--- config.mk ---
export PLATFORM = sky130hd
export DESIGN_NAME = spi_register_access_master
export DESIGN_NICKNAME = d
export VERILOG_FILES = /design/src/rtl/core/sra_pkg.sv /design/src/rtl/core/sra_regs.sv /design/src/rtl/core/spi_register_access_master.sv
export SDC_FILE = /design/constraint.sdc
export NUM_CORES = 1
export LEC_CHECK = 0
export ABC_CLOCK_PERIOD_IN_PS = 4900
export BUFFER_PORTS_ARGS = -buffer_cell sky130_fd_sc_hd__buf_2
export CAP_MARGIN = 20
export CORE_UTILIZATION = 47
export DETAILED_ROUTE_END_ITERATION = 8
export PLACE_DENSITY = 0.7
export SYNTH_ARGS = -nofsm -noshare
export SYNTH_HDL_FRONTEND = slang
export SYNTH_SLANG_ARGS = --single-unit
--- constraint.sdc ---
create_clock -name i_clk -period 4.9 [get_ports i_clk]
set_input_delay 0 -clock i_clk [delete_from_list [all_inputs] [get_ports i_clk]]
set_output_delay 0 -clock i_clk [all_outputs]
set_load 0.02 [all_outputs]
--- src/rtl/core/sra_pkg.sv ---
// Package for the SPI register access master: payload structs, command codes,
// phase enum, configuration struct and frame byte selection.
// No dependencies.
package sra_pkg;

    localparam int FRAME_BYTES = 3;
    localparam logic [9:0] HALF_PERIOD_RST = 10'd100;

    localparam logic [2:0] OP_TICK     = 3'd0;
    localparam logic [2:0] OP_REG_RD   = 3'd1;
    localparam logic [2:0] OP_REG_WR   = 3'd2;
    localparam logic [2:0] OP_FIELD_WR = 3'd3;
    localparam logic [2:0] OP_XCHG     = 3'd4;

    localparam logic REG_SLAVE_SELECT = 1'b0;
    localparam logic REG_HALF_PERIOD  = 1'b1;

    typedef enum logic [2:0] {
        PH_IDLE = 3'd0,
        PH_LEAD = 3'd1,
        PH_HIGH = 3'd2,
        PH_LOW  = 3'd3,
        PH_GAP  = 3'd4
    } t_phase;

    typedef struct packed {
        logic [2:0]  op;
        logic        miso;
        logic [14:0] reg_addr;
        logic [7:0]  data_byte;
        logic [7:0]  field_mask;
        logic [2:0]  field_shift;
    } t_in;

    typedef struct packed {
        logic       sclk;
        logic       mosi;
        logic       cs0_n;
        logic       cs1_n;
        logic       busy_res;
        logic       done_res;
        logic [7:0] read_byte;
    } t_out;

    typedef struct packed {
        logic       slave_select;
        logic [9:0] half_period;
    } t_cfg;

    // Byte idx of the frame for the given command.
    function automatic logic [7:0] frame_byte(input logic [2:0]  cmd,
                                              input logic [1:0]  idx,
                                              input logic [14:0] addr,
                                              input logic [7:0]  data);
        logic [7:0] b;
        b = 8'h00;
        if (cmd == OP_XCHG) begin
            b = data;
        end else if (idx == 2'd0) begin
            b = {(cmd == OP_REG_WR), addr[14:8]};
        end else if (idx == 2'd1) begin
            b = addr[7:0];
        end else if (idx == 2'd2 && cmd == OP_REG_WR) begin
            b = data;
        end
        return b;
    endfunction

    function automatic logic [1:0] frame_len(input logic [2:0] cmd);
        return (cmd == OP_XCHG) ? 2'd1 : 2'(FRAME_BYTES);
    endfunction

endpackage

--- src/rtl/core/sra_regs.sv ---
// APB-style configuration registers: slave_select and half_period.
// Depends on sra_pkg.
module sra_regs (
    input  logic          i_clk,
    input  logic          i_rst_n,
    input  logic          psel,
    input  logic          penable,
    input  logic          pwrite,
    input  logic [2:0]    paddr,
    input  logic [31:0]   pwdata,
    output logic [31:0]   prdata,
    output logic          pready,
    output sra_pkg::t_cfg o_cfg
);

    sra_pkg::t_cfg r_cfg;
    logic          wr_en;

    assign pready = 1'b1;
    assign wr_en  = psel & penable & pwrite;

    always_ff @(posedge i_clk) begin
        if (!i_rst_n) begin
            r_cfg.slave_select <= 1'b0;
            r_cfg.half_period  <= sra_pkg::HALF_PERIOD_RST;
        end else if (wr_en) begin
            if (paddr[2] == sra_pkg::REG_SLAVE_SELECT) begin
                r_cfg.slave_select <= pwdata[0];
            end else begin
                r_cfg.half_period <= pwdata[9:0];
            end
        end
    end

    always_comb begin
        if (paddr[2] == sra_pkg::REG_HALF_PERIOD) begin
            prdata = {22'd0, r_cfg.half_period};
        end else begin
            prdata = {31'd0, r_cfg.slave_select};
        end
    end

    assign o_cfg = r_cfg;

endmodule

--- src/rtl/core/spi_register_access_master.sv ---
// Top level of the SPI register access master (mode 0, MSB first, tick paced).
// Depends on sra_pkg and sra_regs.
//
//  channel | dir | payload        | handshake
//  in      | in  | sra_pkg::t_in  | i_in_valid / o_in_stall
//  out     | out | sra_pkg::t_out | o_out_valid / i_out_stall
//  cfg     | in  | APB, 2 regs    | psel / penable / pwrite / pready
//
// One transaction per cycle while not stalled; each accepted item yields one registered result.
// The SPI state update is one pass of logic from the state registers to the result register.
// Input is stalled only while a result is held and the output side stalls.
// Synchronous active-low reset clears the sequencer and the output valid.
module spi_register_access_master (
    input  logic          i_clk,
    input  logic          i_rst_n,
    input  logic          i_in_valid,
    output logic          o_in_stall,
    input  sra_pkg::t_in  i_in,
    output logic          o_out_valid,
    input  logic          i_out_stall,
    output sra_pkg::t_out o_out,
    input  logic          psel,
    input  logic          penable,
    input  logic          pwrite,
    input  logic [2:0]    paddr,
    input  logic [31:0]   pwdata,
    output logic [31:0]   prdata,
    output logic          pready
);

    sra_pkg::t_cfg   cfg;

    sra_pkg::t_phase r_phase, n_phase;
    logic [2:0]      r_cmd, n_cmd;
    logic [2:0]      r_bit, n_bit;
    logic [1:0]      r_byte, n_byte;
    logic [9:0]      r_div, n_div;
    logic [7:0]      r_tx, n_tx;
    logic [7:0]      r_rx, n_rx;
    logic [14:0]     r_addr, n_addr;
    logic [7:0]      r_data, n_data;
    logic [7:0]      r_mask, n_mask;
    logic [2:0]      r_shift, n_shift;
    logic [7:0]      r_last, n_last;
    logic            n_done;
    logic            r_out_valid;
    sra_pkg::t_out   r_out, n_out;

    logic            accept;
    logic [9:0]      div_inc;
    logic            half_done;
    logic [1:0]      byte_inc;
    logic [7:0]      shifted;
    logic            active;

    sra_regs u_regs (
        .i_clk   (i_clk),
        .i_rst_n (i_rst_n),
        .psel    (psel),
        .penable (penable),
        .pwrite  (pwrite),
        .paddr   (paddr),
        .pwdata  (pwdata),
        .prdata  (prdata),
        .pready  (pready),
        .o_cfg   (cfg)
    );

    assign o_in_stall  = r_out_valid & i_out_stall;
    assign accept      = i_in_valid & ~o_in_stall;
    assign o_out_valid = r_out_valid;
    assign o_out       = r_out;

    assign div_inc   = r_div + 10'd1;
    assign half_done = (div_inc >= cfg.half_period) || (div_inc == 10'd0);
    assign byte_inc  = r_byte + 2'd1;
    assign shifted   = r_data << r_shift;

    // next state
    always_comb begin
        n_phase = r_phase;
        n_cmd   = r_cmd;
        n_bit   = r_bit;
        n_byte  = r_byte;
        n_div   = r_div;
        n_tx    = r_tx;
        n_rx    = r_rx;
        n_addr  = r_addr;
        n_data  = r_data;
        n_mask  = r_mask;
        n_shift = r_shift;
        n_last  = r_last;
        n_done  = 1'b0;
        if (r_phase != sra_pkg::PH_IDLE) begin
            n_div = half_done ? 10'd0 : div_inc;
        end
        case (r_phase)
            sra_pkg::PH_IDLE: begin
                if (i_in.op inside {[sra_pkg::OP_REG_RD:sra_pkg::OP_XCHG]}) begin
                    n_cmd   = i_in.op;
                    n_addr  = i_in.reg_addr;
                    n_data  = i_in.data_byte;
                    n_mask  = i_in.field_mask;
                    n_shift = i_in.field_shift;
                    n_rx    = 8'd0;
                    n_byte  = 2'd0;
                    n_bit   = 3'd7;
                    n_tx    = sra_pkg::frame_byte(i_in.op, 2'd0, i_in.reg_addr,
                                                  i_in.data_byte);
                    n_div   = 10'd0;
                    n_phase = sra_pkg::PH_LEAD;
                end
            end
            sra_pkg::PH_LEAD: begin
                if (half_done) begin
                    n_phase = sra_pkg::PH_HIGH;
                end
            end
            sra_pkg::PH_HIGH: begin
                if (half_done) begin
                    n_rx    = {r_rx[6:0], i_in.miso};
                    n_phase = sra_pkg::PH_LOW;
                    if (r_bit != 3'd0) begin
                        n_bit = r_bit - 3'd1;
                    end else begin
                        n_byte = byte_inc;
                        if (byte_inc < sra_pkg::frame_len(r_cmd)) begin
                            n_tx  = sra_pkg::frame_byte(r_cmd, byte_inc, r_addr, r_data);
                            n_bit = 3'd7;
                        end
                    end
                end
            end
            sra_pkg::PH_LOW: begin
                if (half_done) begin
                    if (r_byte < sra_pkg::frame_len(r_cmd)) begin
                        n_phase = sra_pkg::PH_HIGH;
                    end else if (r_cmd == sra_pkg::OP_FIELD_WR) begin
                        n_data  = (r_rx & ~r_mask) | (shifted & r_mask);
                        n_cmd   = sra_pkg::OP_REG_WR;
                        n_byte  = 2'd0;
                        n_phase = sra_pkg::PH_GAP;
                    end else begin
                        if (r_cmd == sra_pkg::OP_REG_RD || r_cmd == sra_pkg::OP_XCHG) begin
                            n_last = r_rx;
                        end
                        n_cmd   = sra_pkg::OP_TICK;
                        n_phase = sra_pkg::PH_IDLE;
                        n_bit   = 3'd7;
                        n_byte  = 2'd0;
                        n_done  = 1'b1;
                    end
                end
            end
            sra_pkg::PH_GAP: begin
                if (half_done) begin
                    n_byte  = 2'd0;
                    n_bit   = 3'd7;
                    n_tx    = sra_pkg::frame_byte(r_cmd, 2'd0, r_addr, r_data);
                    n_div   = 10'd0;
                    n_phase = sra_pkg::PH_LEAD;
                end
            end
            default: begin
                n_phase = sra_pkg::PH_IDLE;
                n_cmd   = sra_pkg::OP_TICK;
            end
        endcase
    end

    // pin levels after the item
    always_comb begin
        active = (n_phase == sra_pkg::PH_LEAD) || (n_phase == sra_pkg::PH_HIGH) ||
                 (n_phase == sra_pkg::PH_LOW);
        n_out.sclk      = (n_phase == sra_pkg::PH_HIGH);
        n_out.mosi      = active ? n_tx[n_bit] : 1'b1;
        n_out.cs0_n     = ~(active & ~cfg.slave_select);
        n_out.cs1_n     = ~(active & cfg.slave_select);
        n_out.busy_res  = (n_phase != sra_pkg::PH_IDLE);
        n_out.done_res  = n_done;
        n_out.read_byte = n_last;
    end

    always_ff @(posedge i_clk) begin
        if (!i_rst_n) begin
            r_phase     <= sra_pkg::PH_IDLE;
            r_cmd       <= sra_pkg::OP_TICK;
            r_bit       <= 3'd7;
            r_byte      <= 2'd0;
            r_div       <= 10'd0;
            r_tx        <= 8'd0;
            r_rx        <= 8'd0;
            r_addr      <= 15'd0;
            r_data      <= 8'd0;
            r_mask      <= 8'd0;
            r_shift     <= 3'd0;
            r_last      <= 8'd0;
            r_out_valid <= 1'b0;
        end else begin
            if (accept) begin
                r_phase <= n_phase;
                r_cmd   <= n_cmd;
                r_bit   <= n_bit;
                r_byte  <= n_byte;
                r_div   <= n_div;
                r_tx    <= n_tx;
                r_rx    <= n_rx;
                r_addr  <= n_addr;
                r_data  <= n_data;
                r_mask  <= n_mask;
                r_shift <= n_shift;
                r_last  <= n_last;
            end
            if (accept) begin
                r_out_valid <= 1'b1;
            end else if (!i_out_stall) begin
                r_out_valid <= 1'b0;
            end
        end
    end

    always_ff @(posedge i_clk) begin
        if (accept) begin
            r_out <= n_out;
        end
    end

endmodule

==> results of run 1 <==
-- worst register-to-register path: stages, from the launching register on --
cell and delay [ps]:
dfxtp_1 490, ha_1 330, nand3_1 120, o21a_1 210, or2_2 310, ha_1 280
nand4_1 120, nor2_1 130, a211o_1 440, a31o_1 390, nand2_1 240, o311ai_1 490
mux2i_1 160, o211ai_2 200, o31ai_1 120, a221oi_2 260
-- how the worst max path moves through the flow --
| stage | from | to | slack [ps] |
|---|---|---|---|
| 2_1_floorplan | r_div[0]$_SDFFE_PN0P_ | o_out[12]$_SDFFCE_PN1P_ | 1250 |
| 3_3_place_gp | r_div[0]$_SDFFE_PN0P_ | o_out[12]$_SDFFCE_PN1P_ | 580 |
| 3_5_place_dp | r_div[0]$_SDFFE_PN0P_ | o_out[12]$_SDFFCE_PN1P_ | 540 |
| 4_1_cts | r_div[0]$_SDFFE_PN0P_ | o_out[12]$_SDFFCE_PN1P_ | 510 |
| 5_1_grt | r_div[0]$_SDFFE_PN0P_ | o_out[12]$_SDFFCE_PN1P_ | 150 |
| 6_report | r_div[0]$_SDFFE_PN0P_ | o_out[12]$_SDFFCE_PN1P_ | 440 |
-- Yosys cell counts (7+ instances only) --
cell / number
a211oi_1: 16
a21oi_1: 92
a22oi_1: 12
a31oi_1: 7
buf_2: 7
buf_4: 24
clkbuf_1: 39
dfxtp_1: 91
edfxtp_1: 14
ha_1: 17
inv_1: 23
mux2_2: 11
mux2i_1: 15
nand2_1: 169
nand3_1: 25
nand4_1: 11
nor2_1: 94
nor2b_1: 15
nor3_1: 29
o211ai_1: 13
o21ai_0: 30
-- stage by stage --
stage	utilization [%]	power [mW]	cell area, um^2	cells
after global routing	57.7	2.13	7760	1156
after global placement	52.1	1.30	7020	1095
after floorplan	-	1.21	6660	897
after detailed placement	52.1	1.30	7020	1095
final	57.7	2.04	7760	1156
after CTS	57.7	2.05	7760	1156
-- what timing repair did --
| item | 4_1_cts | 5_1_grt |
|---|---|---|
| hold buffers | 45 | 0 |
| hold endpoints to repair | 43 | 0 |
| setup endpoints to repair | 0 | 0 |
-- cell type report --
type,count,area (um^2),share of cell area [%]
Inverter,27,101,1.31
Multi-Input combinational cell,689,3920,50.5
Timing Repair Buffer,143,983,12.7
Clock buffer,9,225,2.90
Tap cell,176,220,2.84
Clock inverter,7,70.1,0.903
Sequential cell,105,2240,28.9
-- sequential cells by signal (all words and copies together) (netlist names), named ones only --
signal	cells
o_out	14
r_last	8
o_out_valid	1
r_byte	2
r_cmd	3
r_data	6
r_rx	8
r_bit	3
r_div	10
r_mask	8
r_phase	3
r_addr	15
u_regs.o_cfg	11
r_tx	8
r_shift	3
-- power by group through the flow --
stage                     clock network, mW  registers (mW)  logic (mW)
after floorplan                           0           0.971       0.238
after global placement                    0           0.976       0.319
after detailed placement                  0           0.977       0.322
after CTS                             0.740           0.957       0.350
after global routing                  0.777           0.964       0.391
final                                 0.730           0.959       0.355
-- kinds of logic (layout without fill, tap and decap cells) --
group	Yosys count	after routing
buffers and inverters	103	186
muxes	27	27
AOI/OAI and AO/OA	231	231
other	2	23
adders and majority gates	17	17
xor gates and xnor gates	6	6
and+or+nand+nor	385	385
DFF	105	105
-- routing by layer --
metal | global-route usage [%] | up-vias | wire length (um)
li1 | - | 3251 | -
met1 | 37.9 | 3003 | 8760
met2 | 39.7 | 257 | 8110
met3 | 5.00 | 32 | 1450
met4 | 9.88 | 0 | 467
met5 | 0 | - | 0
==> results.md, run 1 <==
- Status: finished, final reports clean
- Post-Synth Adder-Cell Area: 3.23%
- Unrepaired setup endpoints after global routing: false
- Initial antenna violation count: 0
- Top Family by Delay on Critical Path: compound AO/OA/AOI/OAI gates
- Setup bufs post-CTS: 0
- Psw: 628 uW
- All-Layer GR Usage: 26.6%
- Period utilisation layout: 91.1%
- CP Data Arrival Time: 4650 ps
- Mapped Area: 6580 um^2
- Post-synthesis average cell area: 7.51 um^2
- Reg clk slew, reported paths: 80 ps
- Crit Path Max Fanout: 14
- Register bit total from synthesis: 105
- # rows: 42
- Ports: 129
- Area share of and/or/nand/nor cells after synthesis: 26.4%
- Power Density: 263 nW/um^2
- Vias/cell: 5.66
- HPWL after detailed placement: 13,100 um
- Max incr delay on CP: 490 ps
- Multiplexer area fraction after synthesis: 4.51%
- Flop pwr share: 46.9%
- Worst R2R End: o_out[12]$_SDFFCE_PN1P_
- CTS tree: done
- Root buf cell: clkbuf_16
- Worst hold start: i_in[37]
- Worst skew pair latency: 360 ps
- Synthesized instance count: 876
- Layout Nets: 1,072
- Worst setup SP type: register
- Required time worst endpoint: 5090 ps
- Worst hold path depth: 3
- Top FF cell, synth: dfxtp_1
- Number of global-route vias before repair: 5,764
- RePlAce Congestion: 0.958
- R2R depth: 15
- 1st-iter DRT viols: 684
- Drc violations: 0
- Top cells by area, synth: dfxtp_1 (28%), nand2_1 (9.6%), a21oi_1 (7.0%), edfxtp_1 (6.4%), nor2_1 (5.4%)
- P_int: 1.42 mW
- Commonest non-fill, non-tap cell in the layout: nand2_1
- DP Worst Slack: 544 ps
- Leakage power: 3.06 nW
- Clk pwr share: 35.7%
- Post-synthesis xor/xnor area fraction: 0.799%
- Routed Antenna Nets: 0
- Synth-to-Final Area Change: 18.0%
- Full die area: 14,500 um^2
- CP Buf/Inv Count: 0
- Switch share: 30.7%
- Post-synth ARST share: 0%
- First-pass GRT wire length: 30,200 um
- Sink Count: 105
- Via count: 6,543
- Worst-Margin Slew: 1070 ps
- Die Width: 120 um
- Hold Path Sink: r_cmd[2]$_SDFFE_PN0P_
- CTS buffer count: 9
- Initial Utilization: 48.9%
- Filler cells: 1,286
- Max Cap Violations: 0
- Relative slew slack: 28.4%
- Layout cells sized above 1: 15.4%
- Setup TNS: 0 ps
- Final worst slack: 436 ps
- CP most frequent cell: ha_1
- Worst IR Drop VDD: 0.152 mV
- Leading area contributor after synthesis: dfxtp_1
- Commonest non-fill, non-tap cells in the layout: nand2_1 (169), nor2_1 (93), a21oi_1 (92)
- Routed Wire Length: 18,800 um
- Slowest stage cell on the critical path: dfxtp_1
- Post-synth cell types: 84
- Clock Tree Buf Depth: 2
- F_max: 0.224 GHz
- Global route overflow: 0
- R2r startpoint: r_div[0]$_SDFFE_PN0P_
- Seq/Total Area, Yosys: 34.1%
- Pin count of the biggest net entering global routing: 48
- Synth top area share: 27.7%
- CP Capture Type: register
- Synthesis Warnings: 0
- Largest family of logic cells by synthesized area: simple AND/OR/NAND/NOR gates
- Setup Skew: 9.77 ps
- Compound-Gate Fraction of Synth Area: 23.2%
- Stages on worst setup path: 15
- Post-CTS sizing: 0
- Worst hold path class: input pin to register
- IO Port Bufs: 81
- Final hold violations: 0
- Kind of critical path: register to register
- FF-to-FF setup slack: 440 ps
- Die H: 120 um
- Max-slew violation count: 0
- Post-synth EDFFs: 14
- Logic pwr share: 17.4%
- First drt pass iteration count: 5
- Wirelength per Cell: 16.2 um
- Crit-path cells: ha_1 -> nand3_1 -> o21a_1 -> or2_2 -> ha_1 -> nand4_1 -> nor2_1 -> a211o_1 -> a31o_1 -> nand2_1 -> o311ai_1 -> mux2i_1 -> o211ai_2 -> o31ai_1 -> a221oi_2
- Hold Slack: 5.15 ps
- Final Setup Violations: 0
- Min cycle time layout: 4460 ps
- Deepest level of the CTS H-tree: 3
- Core area: 13,500 um^2
- Diode count: 0
No activity file was read; power rests on OpenSTA's default activity.
==> run 2: changes to the inputs <==
--- a/config.mk
+++ b/config.mk
@@ -10,6 +10,7 @@
 export CAP_MARGIN = 20
 export CORE_UTILIZATION = 47
 export DETAILED_ROUTE_END_ITERATION = 8
+export GPL_TIMING_DRIVEN = 0
 export PLACE_DENSITY = 0.7
 export SYNTH_ARGS = -nofsm -noshare
 export SYNTH_HDL_FRONTEND = slang
==> results.md, run 2 (synthesis gave the netlist of run 1 again) <==
- Pin count of the biggest net entering global routing: 24
- Final Setup Violations: 0
- Layout Nets: 1,123
- WL met3: 1900 um
- Synth-to-Final Area Change: 21.3%
- Routed Antenna Nets: 0
- DP Worst Slack: 723 ps
- Min cycle time layout: 4300 ps
- Commonest non-fill, non-tap cell in the layout: nand2_1
- Crit Path Max Fanout: 10
- Biggest register: r_addr
- Worst setup SP type: register
- CP Data Arrival Time: 4490 ps
- Diode count: 0
- Power Density: 261 nW/um^2
- Required time worst endpoint: 5100 ps
- Worst skew pair latency: 370 ps
- P_int: 1.43 mW
- Worst-Margin Slew: 1020 ps
- Root buf cell: clkbuf_16
- CP Capture Type: register
- Reg clk slew, reported paths: 80 ps
- Vias/cell: 5.61
- First drt pass iteration count: 6
- Layout cells sized above 1: 15.7%
- Ports: 129
- RePlAce Congestion: 0.983
- Die Width: 120 um
- Flop pwr share: 45.7%
- Period utilisation layout: 87.7%
- IO Port Bufs: 77
- Worst IR Drop VDD: 0.156 mV
- Kind of critical path: register to register
- Deepest level of the CTS H-tree: 3
- Relative slew slack: 31.6%
- Hold-fix buffer count after cts: 40
- Top sig layer: met4
- Drc violations: 0
- Logic pwr share: 18.6%
- Sink Count: 105
- Leakage power: 3.18 nW
- Full die area: 14,500 um^2
- HPWL after detailed placement: 15,300 um
- # rows: 42
- Core area: 13,500 um^2
- CTS buffer count: 9
- Setup TNS: 0 ps
- Wirelength per Cell: 17.3 um
- Final worst slack: 604 ps
- All-Layer GR Usage: 29.5%
- First-pass GRT wire length: 32,600 um
- Unrepaired setup endpoints after global routing: false
- Final hold violations: 0
- Worst hold path class: input pin to register
- CTS tree: done
- Die H: 120 um
- Max Cap Violations: 0
- Post-CTS sizing: 0
- Max-slew violation count: 0
- Via count: 6,777
- Status: finished, final reports clean
- 1st-iter DRT viols: 773
- Setup bufs post-CTS: 0
- Switch share: 31.4%
- Routed Wire Length: 20,900 um
- Initial Utilization: 48.9%
- F_max: 0.233 GHz
- Clk pwr share: 35.7%
- M1 wire length: 9620 um
- Global route overflow: 0
- Psw: 655 uW
- Number of global-route vias before repair: 5,932
- Met2 wire len: 8820 um
- Clock Tree Buf Depth: 2
- Setup Skew: 8.16 ps
- Commonest non-fill, non-tap cells in the layout: nand2_1 (169), nor2_1 (94), a21oi_1 (92)
- Initial antenna violation count: 0
- Max FFs per register: 15
run 2: per-layer routing:
| layer | track usage (%) | up-vias |
|---|---|---|
| met5 | 0 | - |
| met4 | 10.7 | 0 |
| met2 | 44.2 | 336 |
| met1 | 42.5 | 3048 |
| met3 | 4.76 | 42 |
| li1 | - | 3351 |
run 2: power by group through the flow:
stage	logic, mW	registers, mW	clock network [mW]
2_1_floorplan	0.238	0.971	0
3_3_place_gp	0.351	0.971	0
3_5_place_dp	0.353	0.971	0
4_1_cts	0.378	0.952	0.756
5_1_grt	0.423	0.958	0.790
6_report	0.389	0.953	0.745
run 2: worst paths after layout:
| kind | startpoint | endpoint | slack (ps) | depth (start not counted) |
|---|---|---|---|---|
| worst max-delay path | r_div[0]$_SDFFE_PN0P_ | o_out[12]$_SDFFCE_PN1P_ | 600 | 16 |
| worst min-delay path | i_in[16] | r_data[5]$_SDFFE_PN0P_ | 30 | 5 |
| worst max register to register | r_div[0]$_SDFFE_PN0P_ | o_out[12]$_SDFFCE_PN1P_ | 600 | 16 |
| worst min register to register | u_regs.o_cfg[9]$_SDFFE_PN0P_ | u_regs.o_cfg[9]$_SDFFE_PN0P_ | 450 | 2 |
run 2: layout make-up:
class                   instances  area [um^2]
fillers                      1284         5470
multi-input cells             689         3920
flip-flops and latches        105         2240
repair buffers                118          801
plain buffers                  76          399
clock buffers                   9          225
well taps                     176          220
inverters                      27          101
clock inverters                 7         76.3
run 2: stage by stage:
stage / total power, mW / util [%] / hold WS, ps / area [um^2] / instances
2_1_floorplan: 1.21 / - / 124 / 6660 / 897
3_3_place_gp: 1.32 / 54.0 / 225 / 7260 / 1150
3_5_place_dp: 1.32 / 54.0 / 230 / 7260 / 1150
4_1_cts: 2.09 / 59.2 / 26.7 / 7970 / 1206
5_1_grt: 2.17 / 59.3 / 68.1 / 7980 / 1207
6_report: 2.09 / 59.3 / 33.3 / 7980 / 1207
run 2: critical path, stage by stage (launching register included):
cell and delay, ps:
dfxtp_1 500, ha_1 350, nand3_1 190, or2_4 290, xnor2_1 130, ha_1 310
nand2_1 50, o21ai_0 220, a211o_1 310, a31o_1 150, buf_4 180, nand2_1 170
o311ai_1 540, mux2i_1 200, o211ai_2 210, o31ai_1 110, a221oi_2 220
==> run 3: changes to the inputs <==
--- a/config.mk
+++ b/config.mk
@@ -9,6 +9,7 @@
 export BUFFER_PORTS_ARGS = -buffer_cell sky130_fd_sc_hd__buf_2
 export CAP_MARGIN = 20
 export CORE_UTILIZATION = 47
+export CTS_BUF_LIST = sky130_fd_sc_hd__clkbuf_8
 export DETAILED_ROUTE_END_ITERATION = 8
 export GPL_TIMING_DRIVEN = 0
 export PLACE_DENSITY = 0.7
==> results.md, run 3 (synthesis gave the netlist of run 1 again) <==
- Initial antenna violation count: 0
- Worst skew pair latency: 410 ps
- First-pass GRT wire length: 32,700 um
- Kind of critical path: register to register
- Vias/cell: 5.58
- All-Layer GR Usage: 29.6%
- Worst IR Drop VDD: 0.152 mV
- Commonest non-fill, non-tap cell in the layout: nand2_1
- Required time worst endpoint: 5060 ps
- CTS buffer count: 9
- 1st-iter DRT viols: 731
- CTS tree: done
- Max-slew violation count: 0
- Layout cells sized above 1: 15.6%
- Ports: 129
- Routed Antenna Nets: 0
- Worst hold path class: input pin to register
- Final design utilization: 59.0%
- Clock Tree Buf Depth: 2
- Pin count of the biggest net entering global routing: 24
- F_max: 0.233 GHz
- Initial Utilization: 48.9%
- DP Area: 7260 um^2
- First drt pass iteration count: 6
- Unrepaired setup endpoints after global routing: false
- Setup Skew: 18.0 ps
- RePlAce Congestion: 0.983
- Setup TNS: 0 ps
- IO Port Bufs: 77
- Relative slew slack: 32.5%
- Die Width: 120 um
- Worst hold start: i_in[17]
- Max Cap Violations: 0
- Synth-to-Final Area Change: 20.7%
- Root buf cell: clkbuf_8
- Pwr Total: 1.91 mW
- Reg clk slew, reported paths: 120 ps
- Diode count: 0
- Full die area: 14,500 um^2
- Leakage power: 3.16 nW
- Power Density: 241 nW/um^2
- Final Setup Violations: 0
- Global route overflow: 0
- Post-Place Cells: 1,150
- Deepest level of the CTS H-tree: 3
- Finished Cell Area: 7940 um^2
- Min cycle time layout: 4300 ps
- Final hold violations: 0
- Post-CTS sizing: 0
- Die H: 120 um
- Critical path startpoint: r_div[0]$_SDFFE_PN0P_
- Final Non-Filler Cells: 1,213
- Drc violations: 0
- Worst-Margin Slew: 1000 ps
- Status: finished, final reports clean
- Routed Wire Length: 20,900 um
- Sink Count: 105
- Crit Path Max Fanout: 10
- Number of global-route vias before repair: 5,996
- CP Capture Type: register
- Layout Nets: 1,129
- # rows: 42
- Core area: 13,500 um^2
- Wirelength per Cell: 17.2 um
- Period utilisation layout: 87.7%
- CP Data Arrival Time: 4460 ps
- Filler cells: 1,296
- Commonest non-fill, non-tap cells in the layout: nand2_1 (169), nor2_1 (94), a21oi_1 (92)
- HPWL after detailed placement: 15,300 um
- Via count: 6,774
- Worst setup SP type: register
- Biggest register: r_addr
- R2r startpoint: r_div[0]$_SDFFE_PN0P_
- Max FFs per register: 15
-- run 3: cell types whose count changed in the layout (fill, tap and decap cells not counted), sizes merged --
cell	previous run	this run
dlygate4sd3	40	46
-- run 3: repair_timing --
action                                 CTS  global route
hold buffers                            46             0
endpoints found under the hold margin   44             0
setup buffers                            0             0
setup endpoints to repair                0             0
-- run 3: stage by stage --
| stage | setup slack (ps) | hold WS [ps] |
|---|---|---|
| finish | 600 | 25.6 |
| global route | 216 | 45.5 |
| CTS | 698 | 15.5 |
| detailed placement | 723 | 230 |
| global placement | 715 | 225 |
| floorplan | 1250 | 124 |
-- run 3: area by class of cell --
type | count | area (um^2) | share of cell area, %
Multi-Input combinational cell | 689 | 3920 | 49.3
Sequential cell | 105 | 2240 | 28.2
Timing Repair Buffer | 124 | 861 | 10.8
Buffer | 76 | 399 | 5.03
Tap cell | 176 | 220 | 2.77
Clock buffer | 9 | 124 | 1.56
Inverter | 27 | 101 | 1.28
Clock inverter | 7 | 76.3 | 0.961
-- run 3: worst max-delay path, stage by stage (launching register included) --
cell and delay [ps]:
dfxtp_1 510, ha_1 350, nand3_1 170, or2_4 280, xnor2_1 130, ha_1 310, nand2_1 50, o21ai_0 220
a211o_1 300, clkbuf_1 390, o31ai_1 130, a221oi_1 330, o311ai_1 240, mux2i_1 260, o211ai_2 110, a211oi_1 230
a221oi_2 60
-- run 3: report_power, final --
group          total [mW]  switching, mW  internal [mW]
Clock               0.568          0.363          0.205
Sequential          0.953         0.0370          0.916
Combinational       0.392          0.238          0.154
Total                1.91          0.638           1.27
-- run 3: metal layers --
layer	part of all wire, %	track usage, %	wire length (um)	up-vias
met5	0	0	0	-
met4	2.6	10.6	540	0
met3	8.1	5.14	1700	43
met2	42	44.6	8870	287
met1	47	42.2	9790	3076
li1	-	-	-	3368
-- run 3: final timing paths --
path	to	slack, ps	cells after the start
min	register	30	5
min reg2reg	u_regs.o_cfg[9]$_SDFFE_PN0P_	460	2
max reg2reg	o_out[12]$_SDFFCE_PN1P_	600	16
max	o_out[12]$_SDFFCE_PN1P_	600	16
